**config.mk**
```make
export PLATFORM = sky130hd
export DESIGN_NAME = uwb_ranging_tag_sequencer
export DESIGN_NICKNAME = d
export VERILOG_FILES = /design/src/hdl/utrs_pkg.sv /design/src/hdl/uwb_ranging_tag_sequencer.sv /design/src/hdl/utrs_emit.sv
export SDC_FILE = /design/constraint.sdc
export NUM_CORES = 1
export LEC_CHECK = 0
export ABC_AREA = 0
export BUFFER_PORTS_ARGS = -buffer_cell sky130_fd_sc_hd__buf_2
export CAP_MARGIN = 10
export CORE_MARGIN = 4
export CORE_UTILIZATION = 57
export DETAILED_ROUTE_END_ITERATION = 10
export PLACE_DENSITY_LB_ADDON = 0.15
export SETUP_SLACK_MARGIN = 0.05
export SYNTH_ARGS = -nofsm -noshare
export SYNTH_HDL_FRONTEND = slang
export SYNTH_HIERARCHICAL = 1
export SYNTH_SLANG_ARGS = --single-unit
```
**constraint.sdc**
```tcl
create_clock -name clk -period 8.6 [get_ports clk]
set_input_delay 1.29 -clock clk [delete_from_list [all_inputs] [get_ports clk]]
set_output_delay 1.29 -clock clk [all_outputs]
set_load 0.05 [all_outputs]
```
**src/hdl/utrs_pkg.sv**
```systemverilog
// Package for the UWB ranging tag sequencer: field widths, codes, reset values
// and the structure of one queued result. Used by every other file in hdl/.
`timescale 1ns / 1ps
package utrs_pkg;

	// Default number of anchors in the ranging round
	localparam int ANCHOR_COUNT_DEF = 3;

	// Field widths
	localparam int TS_W       = 40;
	localparam int ANCHOR_W   = 8;
	localparam int IDX_W      = 4;
	localparam int DIST_W     = 16;
	localparam int ADDR_W     = 16;
	localparam int MS_W       = 16;
	localparam int RETRY_W    = 4;
	localparam int MSG_W      = 8;
	localparam int CFG_IDX_W  = 3;
	localparam int CFG_DATA_W = 40;
	localparam int IN_DATA_W  = 168;
	localparam int OUT_DATA_W = 144;

	// Input item kinds
	typedef enum logic [1:0] {
		KIND_TICK   = 2'd0,
		KIND_FRAME  = 2'd1,
		KIND_TXDONE = 2'd2,
		KIND_START  = 2'd3
	} kind_t;

	// Result actions
	typedef enum logic [1:0] {
		ACT_POLL   = 2'd0,
		ACT_RANGE  = 2'd1,
		ACT_RXON   = 2'd2,
		ACT_REPORT = 2'd3
	} action_t;

	// Received frame types
	localparam logic [MSG_W-1:0] MSG_POLL_ACK     = 8'd1;
	localparam logic [MSG_W-1:0] MSG_RANGE_REPORT = 8'd3;
	localparam logic [MSG_W-1:0] MSG_RANGE_FAILED = 8'd255;

	// Register indexes
	localparam logic [CFG_IDX_W-1:0] REG_OWN_ADDRESS = 3'd0;
	localparam logic [CFG_IDX_W-1:0] REG_TIMEOUT_MS  = 3'd1;
	localparam logic [CFG_IDX_W-1:0] REG_REPLY_DELAY = 3'd2;
	localparam logic [CFG_IDX_W-1:0] REG_ANT_DELAY   = 3'd3;
	localparam logic [CFG_IDX_W-1:0] REG_MAX_RETRIES = 3'd4;

	// Register reset values
	localparam logic [ADDR_W-1:0]  RST_OWN_ADDRESS = 16'd6;
	localparam logic [MS_W-1:0]    RST_TIMEOUT_MS  = 16'd100;
	localparam logic [TS_W-1:0]    RST_REPLY_DELAY = 40'd51118080;
	localparam logic [DIST_W-1:0]  RST_ANT_DELAY   = 16'd16450;
	localparam logic [RETRY_W-1:0] RST_MAX_RETRIES = 4'd1;

	// Final result of a run (reports, if any, come ahead of it)
	typedef struct packed {
		action_t               action;
		logic [ANCHOR_W-1:0]   anchor;
		logic [TS_W-1:0]       poll_stamp;
		logic [TS_W-1:0]       ack_stamp;
		logic [TS_W-1:0]       send_stamp;
	} head_t;

endpackage

```
**src/hdl/uwb_ranging_tag_sequencer.sv**
```systemverilog
// Top level of the UWB ranging tag sequencer: input register, sequencing state
// and configuration registers; instantiates utrs_emit. Uses utrs_pkg.
//
// Usage:
//  - s_axis carries events: tuser is the kind (tick, frame, transmit done,
//    start), tdata the frame fields and radio timestamps. cfg_* writes one
//    register per request (index, data); cfg_ready is always high. Write
//    registers only while the block is idle.
//  - m_axis carries commands: tuser is the action, tlast marks the last
//    result of an event. Most events give one result; a round wrap with all
//    anchors valid gives ANCHOR_COUNT reports ahead of the next poll.
//  - Path: an event is captured in the input register, decoded from it
//    and loaded into the run buffer, which offers its first result.
//  - Throughput: one event per cycle while each causes at most one result
//    and m_axis_tready stays high; a run with reports holds the single
//    run buffer in utrs_emit, and new events wait until it is free.
//  - Reset clears sequencing state, stored distances and valid flags, and
//    loads the register defaults. When the receiver stalls, the run buffer
//    holds, then the input register fills and s_axis_tready drops.
`timescale 1ns / 1ps
module uwb_ranging_tag_sequencer #(
	parameter int ANCHOR_COUNT = utrs_pkg::ANCHOR_COUNT_DEF
) (
	input  logic                              clk,
	input  logic                              arst_n,
	// event stream
	input  logic                              s_axis_tvalid,
	output logic                              s_axis_tready,
	input  logic [utrs_pkg::IN_DATA_W-1:0]    s_axis_tdata,  // msg_type, frame_anchor,
	                                                         // target_address, range_dist,
	                                                         // poll_tx_time, ack_rx_time,
	                                                         // system_time
	input  logic [1:0]                        s_axis_tuser,  // kind
	// command stream
	output logic                              m_axis_tvalid,
	input  logic                              m_axis_tready,
	output logic [utrs_pkg::OUT_DATA_W-1:0]   m_axis_tdata,  // anchor_number, poll_sent_stamp,
	                                                         // ack_received_stamp,
	                                                         // range_send_stamp, distance_mm
	output logic [1:0]                        m_axis_tuser,  // action
	output logic                              m_axis_tlast,  // last_of_run
	// configuration writes
	input  logic                              cfg_valid,
	output logic                              cfg_ready,
	input  logic [utrs_pkg::CFG_IDX_W-1:0]    cfg_index,
	input  logic [utrs_pkg::CFG_DATA_W-1:0]   cfg_data
);
	import utrs_pkg::*;

	localparam int SLOT_W = (ANCHOR_COUNT > 1) ? $clog2(ANCHOR_COUNT) : 1;

	// configuration registers
	logic [ADDR_W-1:0]   own_q;
	logic [MS_W-1:0]     timeout_q;
	logic [TS_W-1:0]     reply_q;
	logic [DIST_W-1:0]   ant_q;
	logic [RETRY_W-1:0]  max_retry_q;

	// input register
	logic                v_s1;
	kind_t               kind_s1;
	logic [MSG_W-1:0]    msg_s1;
	logic [ANCHOR_W-1:0] fanchor_s1;
	logic [ADDR_W-1:0]   target_s1;
	logic [DIST_W-1:0]   range_s1;
	logic [TS_W-1:0]     ptx_s1;
	logic [TS_W-1:0]     arx_s1;
	logic [TS_W-1:0]     now_s1;

	// sequencing state
	logic                running_q;
	logic [IDX_W-1:0]    anchor_q;
	logic [RETRY_W-1:0]  retry_q;
	logic [MS_W-1:0]     idle_q;
	logic [DIST_W-1:0]   dist_q [ANCHOR_COUNT];
	logic [ANCHOR_COUNT-1:0] vld_q;

	// next state and run to load
	logic                running_d;
	logic [IDX_W-1:0]    anchor_d;
	logic [RETRY_W-1:0]  retry_d;
	logic [MS_W-1:0]     idle_d;
	logic [DIST_W-1:0]   dist_d [ANCHOR_COUNT];
	logic [ANCHOR_COUNT-1:0] vld_d;
	logic                emit_v;
	logic                rep_d;
	logic                adv;
	head_t               head;

	logic                emit_free;
	logic                proc;
	logic [SLOT_W-1:0]   slot;
	logic                known_msg;
	logic                mismatch;

	assign cfg_ready     = 1'b1;
	assign proc          = v_s1 && emit_free;
	assign s_axis_tready = !v_s1 || emit_free;

	// configuration writes
	always_ff @(posedge clk or negedge arst_n) begin
		if (!arst_n) begin
			own_q       <= RST_OWN_ADDRESS;
			timeout_q   <= RST_TIMEOUT_MS;
			reply_q     <= RST_REPLY_DELAY;
			ant_q       <= RST_ANT_DELAY;
			max_retry_q <= RST_MAX_RETRIES;
		end else if (cfg_valid && cfg_ready) begin
			unique case (cfg_index)
				REG_OWN_ADDRESS: own_q       <= cfg_data[ADDR_W-1:0];
				REG_TIMEOUT_MS:  timeout_q   <= cfg_data[MS_W-1:0];
				REG_REPLY_DELAY: reply_q     <= cfg_data[TS_W-1:0];
				REG_ANT_DELAY:   ant_q       <= cfg_data[DIST_W-1:0];
				REG_MAX_RETRIES: max_retry_q <= cfg_data[RETRY_W-1:0];
				default: begin
				end
			endcase
		end
	end

	// input register valid
	always_ff @(posedge clk or negedge arst_n) begin
		if (!arst_n) begin
			v_s1 <= 1'b0;
		end else if (s_axis_tready) begin
			v_s1 <= s_axis_tvalid;
		end
	end

	// input register payload
	always_ff @(posedge clk) begin
		if (s_axis_tready && s_axis_tvalid) begin
			kind_s1    <= kind_t'(s_axis_tuser);
			msg_s1     <= s_axis_tdata[7:0];
			fanchor_s1 <= s_axis_tdata[15:8];
			target_s1  <= s_axis_tdata[31:16];
			range_s1   <= s_axis_tdata[47:32];
			ptx_s1     <= s_axis_tdata[87:48];
			arx_s1     <= s_axis_tdata[127:88];
			now_s1     <= s_axis_tdata[167:128];
		end
	end

	assign slot      = SLOT_W'(anchor_q - IDX_W'(1));
	assign known_msg = (msg_s1 == MSG_POLL_ACK) || (msg_s1 == MSG_RANGE_REPORT) ||
		(msg_s1 == MSG_RANGE_FAILED);
	assign mismatch  = (target_s1 != own_q) || (fanchor_s1 != ANCHOR_W'(anchor_q));

	// event decode and next state
	always_comb begin
		running_d       = running_q;
		anchor_d        = anchor_q;
		retry_d         = retry_q;
		idle_d          = idle_q;
		dist_d          = dist_q;
		vld_d           = vld_q;
		emit_v          = 1'b0;
		rep_d           = 1'b0;
		adv             = 1'b0;
		head            = '0;
		head.action     = ACT_POLL;
		head.anchor     = ANCHOR_W'(anchor_q);

		if (kind_s1 == KIND_START) begin
			running_d = 1'b1;
			idle_d    = '0;
			emit_v    = 1'b1;
		end else if (running_q) begin
			unique case (kind_s1)
				KIND_TICK: begin
					if (idle_q >= timeout_q) begin
						// timeout: drop this anchor's distance, retry or move on
						dist_d[slot] = '0;
						vld_d[slot]  = 1'b0;
						if (retry_q < max_retry_q) begin
							retry_d = retry_q + RETRY_W'(1);
							idle_d  = '0;
							emit_v  = 1'b1;
						end else begin
							adv = 1'b1;
						end
					end else if (idle_q != {MS_W{1'b1}}) begin
						idle_d = idle_q + MS_W'(1);
					end
				end
				KIND_TXDONE: begin
					emit_v      = 1'b1;
					head.action = ACT_RXON;
				end
				KIND_FRAME: begin
					if (known_msg) begin
						if (mismatch) begin
							emit_v      = 1'b1;
							head.action = ACT_RXON;
						end else if (msg_s1 == MSG_POLL_ACK) begin
							idle_d          = '0;
							emit_v          = 1'b1;
							head.action     = ACT_RANGE;
							head.poll_stamp = ptx_s1;
							head.ack_stamp  = arx_s1;
							head.send_stamp = TS_W'(now_s1 + reply_q + TS_W'(ant_q));
						end else begin
							dist_d[slot] = (msg_s1 == MSG_RANGE_REPORT) ? range_s1 : '0;
							vld_d[slot]  = (msg_s1 == MSG_RANGE_REPORT);
							adv          = 1'b1;
						end
					end
				end
				KIND_START: begin
				end
			endcase
		end

		// move to the next anchor; a wrap reports when every anchor is valid
		if (adv) begin
			retry_d     = '0;
			idle_d      = '0;
			emit_v      = 1'b1;
			head.action = ACT_POLL;
			if (anchor_q == IDX_W'(ANCHOR_COUNT)) begin
				anchor_d = IDX_W'(1);
				rep_d    = &vld_d;
			end else begin
				anchor_d = anchor_q + IDX_W'(1);
			end
			head.anchor = ANCHOR_W'(anchor_d);
		end
	end

	// sequencing state update
	always_ff @(posedge clk or negedge arst_n) begin
		if (!arst_n) begin
			running_q <= 1'b0;
			anchor_q  <= IDX_W'(1);
			retry_q   <= '0;
			idle_q    <= '0;
			vld_q     <= '0;
			for (int i = 0; i < ANCHOR_COUNT; i++) begin
				dist_q[i] <= '0;
			end
		end else if (proc) begin
			running_q <= running_d;
			anchor_q  <= anchor_d;
			retry_q   <= retry_d;
			idle_q    <= idle_d;
			vld_q     <= vld_d;
			dist_q    <= dist_d;
		end
	end

	utrs_emit #(
		.ANCHOR_COUNT (ANCHOR_COUNT)
	) u_emit (
		.clk           (clk),
		.arst_n        (arst_n),
		.load          (proc && emit_v),
		.load_head     (head),
		.load_report   (rep_d),
		.load_dist     (dist_d),
		.free          (emit_free),
		.m_axis_tvalid (m_axis_tvalid),
		.m_axis_tready (m_axis_tready),
		.m_axis_tdata  (m_axis_tdata),
		.m_axis_tuser  (m_axis_tuser),
		.m_axis_tlast  (m_axis_tlast)
	);

endmodule

```
**src/hdl/utrs_emit.sv**
```systemverilog
// Result run buffer of the ranging tag sequencer: holds one run (optional
// distance reports, then a final command) and plays it out. Uses utrs_pkg.
`timescale 1ns / 1ps
module utrs_emit #(
	parameter int ANCHOR_COUNT = utrs_pkg::ANCHOR_COUNT_DEF
) (
	input  logic                              clk,
	input  logic                              arst_n,
	// load side
	input  logic                              load,
	input  utrs_pkg::head_t                   load_head,
	input  logic                              load_report,
	input  logic [utrs_pkg::DIST_W-1:0]       load_dist [ANCHOR_COUNT],
	output logic                              free,
	// result stream
	output logic                              m_axis_tvalid,
	input  logic                              m_axis_tready,
	output logic [utrs_pkg::OUT_DATA_W-1:0]   m_axis_tdata,  // anchor_number, poll_sent_stamp,
	                                                         // ack_received_stamp,
	                                                         // range_send_stamp, distance_mm
	output logic [1:0]                        m_axis_tuser,  // action
	output logic                              m_axis_tlast   // last_of_run
);
	import utrs_pkg::*;

	localparam int SLOT_W = (ANCHOR_COUNT > 1) ? $clog2(ANCHOR_COUNT) : 1;

	logic                run_v_q;
	logic                rep_q;
	logic [SLOT_W-1:0]   idx_q;
	head_t               head_q;
	logic [DIST_W-1:0]   snap_q [ANCHOR_COUNT];
	logic                take;

	assign take = m_axis_tvalid && m_axis_tready;
	// buffer can take a new run when empty or when its final result leaves now
	assign free = !run_v_q || (m_axis_tready && !rep_q);

	// control: run occupancy and report walk
	always_ff @(posedge clk or negedge arst_n) begin
		if (!arst_n) begin
			run_v_q <= 1'b0;
			rep_q   <= 1'b0;
			idx_q   <= '0;
		end else begin
			if (load && free) begin
				run_v_q <= 1'b1;
				rep_q   <= load_report;
				idx_q   <= '0;
			end else if (take) begin
				if (rep_q) begin
					if (idx_q == SLOT_W'(ANCHOR_COUNT - 1)) begin
						rep_q <= 1'b0;
					end else begin
						idx_q <= idx_q + SLOT_W'(1);
					end
				end else begin
					run_v_q <= 1'b0;
				end
			end
		end
	end

	// payload of the run
	always_ff @(posedge clk) begin
		if (load && free) begin
			head_q <= load_head;
			snap_q <= load_dist;
		end
	end

	// output select: report entries first, then the final command
	always_comb begin
		m_axis_tvalid = run_v_q;
		if (rep_q) begin
			m_axis_tuser = ACT_REPORT;
			m_axis_tlast = 1'b0;
			m_axis_tdata = {snap_q[idx_q], {(3 * TS_W){1'b0}},
				ANCHOR_W'(idx_q) + ANCHOR_W'(1)};
		end else begin
			m_axis_tuser = head_q.action;
			m_axis_tlast = 1'b1;
			m_axis_tdata = {{DIST_W{1'b0}}, head_q.send_stamp, head_q.ack_stamp,
				head_q.poll_stamp, head_q.anchor};
		end
	end

endmodule

```
==> reports/metrics.yaml, run 1 <==
min_path:
  min_delay_worst_endpoint: "vld_q[2]"
  hold_class: "flop to flop"
  worstHoldPathCells: 2
  min_from: "vld_q[2]"
logic_synthesis:
  netlist_area_sq_um: 24400
  syn_inst: 1926
  ys_seq_elements: 521
  synth-edff-count: 348
  synth_fa_ha_area_share_pct: 6.07
  syn_area_per_cell_sq_um: 12.7
  synthMuxAreaShare_pct: 4.33
  ys_dominant_reg_cell: "edfxtp_1"
  asyncSetResetFlopFracSynth_pct: 33.2
  synth_xor_area_share_pct: 2.05
  synth_top_family_by_area: "simple AND/OR/NAND/NOR gates"
  synthTopCellsByCount: "edfxtp_1 (348), nand2_1 (164), dfrtp_1 (159)"
  yosysMostFrequentCell: "edfxtp_1"
  synth_simple_gate_area_share_pct: 12.6
  seq_area_frac_synth_pct: 60.7
  synth_area_leaders: "edfxtp_1 (43%), dfrtp_1 (16%), a22o_1 (4.8%)"
  yosys_warnings: 6
  synth-compound-area-share_pct: 11.9
  synth.largest_area_cell: "edfxtp_1"
  synth.top_cell.area_share_pct: 42.9
  synth.distinct_cells: 69
detailed_routing:
  drt-initial-drc-count: 1283
  num_vias: 16500
  drc_errors: 0
  detail-route-antenna-nets: 0
  wl_per_cell_um: 20.5
  vias_per_cell: 5.78
  routed_wl_mm: 58.5
  dr.pass1.iters: 5
sta:
  skew_ps: 24.9
  period_needed_ps: 4260
  slew_headroom_pct: 20.8
  holdWs_ps: 500
  fin_setup_tns_ps: 0
  slew_viol_final: 0
  hold_viol_final: 0
  final-setup-viol-count: 0
  grt_setup_unrepaired: "false"
  tightest_slew_ps: 1180
  period_share_pct: 49.6
  max_clock_freq_ghz: 0.235
global_route:
  grt_first_pass_wirelength_mm: 91.3
  grt_overflow: 0
  antenna_found_initial: 9
  grt_pass1_vias: 16300
  gr-usage-all-layers_pct: 25.0
  grt_max_degree: 120
worst_setup_path:
  r2r_cells: 6
  slowest_delay_ps: 850
  path_cells: "o21ai_1 > and2_1 > o21ai_0 > a31oi_1 > and2_4 > buf_12"
  crit_required_ps: 8810
  arrival_ps: 4470
  end_kind: "flop"
  path_class: "flop to flop"
  crit-reg2reg-launch: "u_emit/rep_q"
  worstSetupStartpointType: "flop"
  r2r_slack_ps: 4340
  cpMaxStageDelayCell: "and2_4"
  rr_endpoint: "u_emit/head_q[120]"
  crit_fanout: 119
placed_design:
  dpl_cell_area_sq_um: 26700
  io_buffers: 366
  place_congestion: 0.891
  dpl.hpwl_mm: 40.2
  place_inst: 2756
clock_network:
  cts_resized: 0
  cts-buffers-inserted: 52
  cts.hold.buffers_added: 0
  clk_latency_ps: 590
  cts_root_buffer: "clkbuf_16"
  cts.htree.levels: 2
  post-cts-setup-buffers: 0
  clk_pin_slew_ps: 60
  clockBufferDepth: 3
  clock-sinks: 521
  cts_tree: "built"
floorplan:
  initial_core_util_pct: 57.9
  fp.dieW_um: 215
  num_rows: 75
  ioPinCount: 368
  die_y_um: 215
  die_area_sq_um: 46100
  core_sq_um: 42100
power_and_ir_drop:
  power_w: 0.00816
  p_int_w: 0.00535
  comb_power_share_pct: 30.4
  ir_worst_vdd_mv: 0.177
  netSwitchingPower_w: 0.00281
  power.density_nw_per_um2: 286
  power_frac_seq_pct: 40.5
  switching_share_pct: 34.4
  power.share.clock_pct: 29.1
  cellLeakagePower_nw: 12.0
layout:
  syn2layout_area_growth_pct: 16.9
  drive_above_1_share_pct: 25.8
  fin_nets: 2598
  regArea_sq_um: 14800
  finalNonFillerCells: 2858
  fillers: 3056
  multi_input_area_sq_um: 9060
  fin_area_sq_um: 28500
job:
  cap_violations: 0
outcome:
  status: "finished, final reports clean"
power by group through the flow:
stage	Combinational (W)	Clock [W]	Sequential, W
after floorplan	0.00191	0	0.00331
after global placement	0.00243	0	0.00334
after detailed placement	0.00247	0	0.00336
after CTS	0.00249	0.00242	0.00331
after global routing	0.00271	0.00252	0.00335
final	0.00248	0.00237	0.00331
routing by layer:
layer	vias to the layer above	wire, um	track usage, %	share of wire [%]
met2	616	27200	39.8	47
met4	10	1540	7.82	2.6
met1	8079	25300	34.8	43
met3	112	4320	5.35	7.4
li1	7701	-	-	-
met5	-	72	0	0.12
cells in the final DEF, fill, tap and decap left out, drive strengths merged, types with 13 or more instances in the layout:
cell,synthesis,layout
nor2b,134,134
nand2b,21,21
mux2,91,91
edfxtp,348,348
nor3,18,18
clkinv,1,13
nand4,15,15
nand3,17,17
xnor2,23,23
and2,96,96
a22o,133,133
a21o,28,28
dfrtp,159,159
inv,41,41
a21oi,59,59
and3,21,21
clkbuf,76,73
dfstp,14,14
ha,91,91
buf,20,385
nor2,74,74
xor2,34,34
o21ai,130,130
nand2,165,165
fa,17,17
cell type report:
cell class / count / share of cell area, %
multi-input combinational: 1270 / 31.8
inverter: 42 / 0.553
tap: 539 / 2.37
clock buffer: 73 / 5.28
antenna: 5 / 0.0439
timing repair buffer: 385 / 7.00
clock inverter: 23 / 1.05
sequential: 521 / 51.9
registers in the layout, summed over array words and instances, names as in the netlist, 40 cells and up:
signal	count
u_emit/snap_q	48
dist_q	48
u_emit/head_q	130
now_s1	40
reply_q	40
ptx_s1	40
arx_s1	40
worst max-delay path: cells and delay by family, from the launching register on:
family | cells | cell delay (ps)
AO/OA/AOI/OAI | 3 | 1170
buffers and inverters | 1 | 500
flip-flops | 1 | 760
AND/OR/NAND/NOR | 2 | 1240
cells by family after synthesis:
| family | Yosys count |
|---|---|
| other cells | 2 |
| simple gates | 584 |
| xor+xnor | 57 |
| mux | 94 |
| flops | 521 |
| buf+inv | 138 |
| compound gates | 422 |
| fa+ha+maj | 108 |
through the flow:
stage / setup slack (ps) / utilization [%]
after floorplan: 1500 / -
final: 4340 / 67.7
after global routing: 4070 / 67.6
after detailed placement: 3780 / 63.3
after CTS: 4270 / 67.6
after global placement: 4030 / 63.3
worst max path at each step:
stage / slack (ps) / cells after the start / end / from
after floorplan: 1500 / 7 / u_emit/head_q[0] / m_axis_tready
after global placement: 4030 / 8 / u_emit/snap_q[16] / m_axis_tready
after detailed placement: 3780 / 8 / u_emit/head_q[98] / m_axis_tready
after CTS: 4270 / 4 / m_axis_tdata[1] / u_emit/idx_q[0]
after global routing: 4070 / 6 / u_emit/snap_q[14] / u_emit/rep_q
final: 4340 / 6 / u_emit/head_q[120] / u_emit/rep_q
No activity file was read; power rests on OpenSTA's default activity.
==> inputs of run 2 (changes only) <==
==> constraint.sdc (replaced) <==
create_clock -name clk -period 4.2 [get_ports clk]
set_input_delay 0.63 -clock clk [delete_from_list [all_inputs] [get_ports clk]]
set_output_delay 0.63 -clock clk [all_outputs]
set_load 0.05 [all_outputs]
==> run 2 against run 1 <==
  * Highest routed layer unchanged
  * Clock power grew 93%
  * Routed wire length grew 0.50%
  * Critical path depth grew 9
  * Clock skew is 7.6 ps lower
  * Global-route usage rose by 0.13 points
  * Critical endpoint is now u_emit/head_q[39]
  * Design area is 0.25% higher
  * Non-clock buffer count grew 18
  * Cell count up 0.59%
==> reports/metrics.yaml, run 2 (synthesis results as in run 1) <==
worst_setup_path:
  slowest_delay_ps: 530  # was 850 ps
  crit_required_ps: 4510  # was 8810 ps
  crit-reg2reg-launch: "ant_q[1]"  # was u_emit/rep_q
  arrival_ps: 4250  # was 4470 ps
  crit_fanout: 5  # was 119
  path_class: "flop to flop"  # unchanged
  worstSetupStartpointType: "flop"  # unchanged
  path_cells: "inv_1 > fa_1 > inv_1 > ha_1 > fa_1 > a21o_1 > nand4_1 > a41oi_1 > o2111ai_1 > a211oi_2 > o21ai_0 > o211ai_1 > a41oi_1 > xnor2_1 > nor2_1"  # was o21ai_1 > and2_1 > o21ai_0 > a31oi_1 > and2_4 > buf_12
  end_kind: "flop"  # unchanged
  cpMaxStageDelayCell: "dfstp_2"  # was and2_4
  crit_start: "ant_q[1]"  # was u_emit/rep_q
global_route:
  antenna_found_initial: 8  # was 9
  grt_pass1_vias: 16500  # was 16,300
  grt_max_degree: 89  # was 120
  grt_overflow: 0  # unchanged
  grt_first_pass_wirelength_mm: 93.0  # was 91.3 mm
  gr-usage-all-layers_pct: 25.1  # was 25.0%
sta:
  slew_headroom_pct: 30.3  # was 20.8%
  max_clock_freq_ghz: 0.254  # was 0.235 GHz
  holdWs_ps: 64.7  # was 500 ps
  hold_viol_final: 0  # unchanged
  period_share_pct: 93.8  # was 49.6%
  tightest_slew_ps: 1040  # was 1180 ps
  skew_ps: 17.3  # was 24.9 ps
  grt_setup_unrepaired: "true"  # was false
  period_needed_ps: 3940  # was 4260 ps
  slew_viol_final: 0  # unchanged
  fin_setup_tns_ps: 0  # unchanged
  final-setup-viol-count: 0  # unchanged
floorplan:
  ioPinCount: 368  # unchanged
  die_y_um: 215  # unchanged
  core_sq_um: 42100  # unchanged
  initial_core_util_pct: 57.9  # unchanged
  num_rows: 75  # unchanged
  fp.dieW_um: 215  # unchanged
  die_area_sq_um: 46100  # unchanged
power_and_ir_drop:
  power.density_nw_per_um2: 581  # was 286 nW/um^2
  cellLeakagePower_nw: 12.0  # about the same
  ir_worst_vdd_mv: 0.392  # was 0.177 mV
clock_network:
  cts-buffers-inserted: 53  # was 52
  cts_tree: "built"  # unchanged
  clock-sinks: 521  # unchanged
  cts_root_buffer: "clkbuf_16"  # unchanged
  clk_pin_slew_ps: 60  # about the same
  cts.htree.levels: 2  # unchanged
  clockBufferDepth: 3  # unchanged
  cts_resized: 0  # unchanged
  post-cts-setup-buffers: 0  # unchanged
  cts.hold.buffers_added: 0  # unchanged
  clk_latency_ps: 580  # was 590 ps
detailed_routing:
  dr.pass1.iters: 7  # was 5
  drt-initial-drc-count: 1404  # was 1,283
  routed_wl_mm: 58.8  # was 58.5 mm
  drc_errors: 0  # unchanged
  vias_per_cell: 5.75  # was 5.78
  wl_per_cell_um: 20.4  # was 20.5 um
  num_vias: 16500  # about the same
  detail-route-antenna-nets: 0  # unchanged
layout:
  fin_nets: 2617  # was 2,598
  top_register: "u_emit/head_q"  # unchanged
  largest_reg_flops: 130  # unchanged
  final_cell_mix: "buf_2 (365), edfxtp_1 (348), nand2_1 (164)"  # unchanged
  layout_commonest_cell: "buf_2"  # unchanged
  syn2layout_area_growth_pct: 17.2  # was 16.9%
  top_regs: "u_emit/head_q (130), dist_q (48), u_emit/snap_q (48)"  # unchanged
  finalNonFillerCells: 2875  # was 2,858
  fillers: 3071  # was 3,056
  utilization_pct: 67.8  # was 67.7%
  drive_above_1_share_pct: 26.0  # was 25.8%
placed_design:
  place_congestion: 0.893  # was 0.891
  dpl.hpwl_mm: 40.9  # was 40.2 mm
  place_inst: 2774  # was 2,756
  io_buffers: 366  # unchanged
job:
  cap_violations: 0  # unchanged
min_path:
  hold_class: "input pin to async pin"  # was flop to flop
outcome:
  status: "finished, final reports clean"  # unchanged
[run 2: report_power, final]
| group | switching [W] | internal, W | leakage (nW) |
|---|---|---|---|
| Sequential | 0.000367 | 0.00633 | 5.54 |
| Clock | 0.00189 | 0.00269 | 0.830 |
| Combinational | 0.00359 | 0.00174 | 5.64 |
[run 2: metrics by stage]
step	instance area [sq um]	setup WS, ps	power, W
6_report	28600	261	0.0166
5_1_grt	28600	3.84	0.0175
4_1_cts	28500	96.9	0.0167
3_5_place_dp	26900	118	0.0121
3_3_place_gp	26900	174	0.0120
2_1_floorplan	24400	104	0.0106
[run 2: worst max-delay path: cells and delay by family (launching register included)]
family	cells	cell delay [ps]
buffers and inverters	2	90
AO/OA/AOI/OAI	7	1560
AND/OR/NAND/NOR	2	160
XOR/XNOR	1	140
flip-flops	1	530
adder cells (fa/ha/maj)	3	1180
[run 2: area by class of cell]
cell class              instances  area [sq um]  area share (%)
clock buffers                  72          1480            5.17
inverters                      42           158           0.552
clock inverters                23           203           0.709
well taps                     539           674            2.36
diodes                          5          12.5          0.0438
flip-flops and latches        521         14800            51.8
multi-input cells            1270          9070            31.7
repair buffers                403          2180            7.63
[run 2: metal layers]
| metal | GRT usage [%] | vias to the layer above | wire length (um) |
|---|---|---|---|
| li1 | - | 7741 | - |
| met1 | 35.1 | 8088 | 25300 |
| met2 | 40.3 | 595 | 27500 |
| met3 | 5.75 | 94 | 4660 |
| met4 | 6.33 | 8 | 1300 |
| met5 | 0 | - | 46 |
[run 2: final timing paths]
| kind | endpoint | slack [ps] | depth (start not counted) |
|---|---|---|---|
| hold / removal | ant_q[15] | 60 | 1 |
| hold reg to reg | dist_q[10] | 500 | 1 |
| max in group asynchronous | ant_q[1] | 3100 | 2 |
| setup reg to reg | u_emit/head_q[39] | 260 | 15 |
| setup / recovery | u_emit/head_q[39] | 260 | 15 |
| min in group clk | now_s1[26] | 220 | 1 |
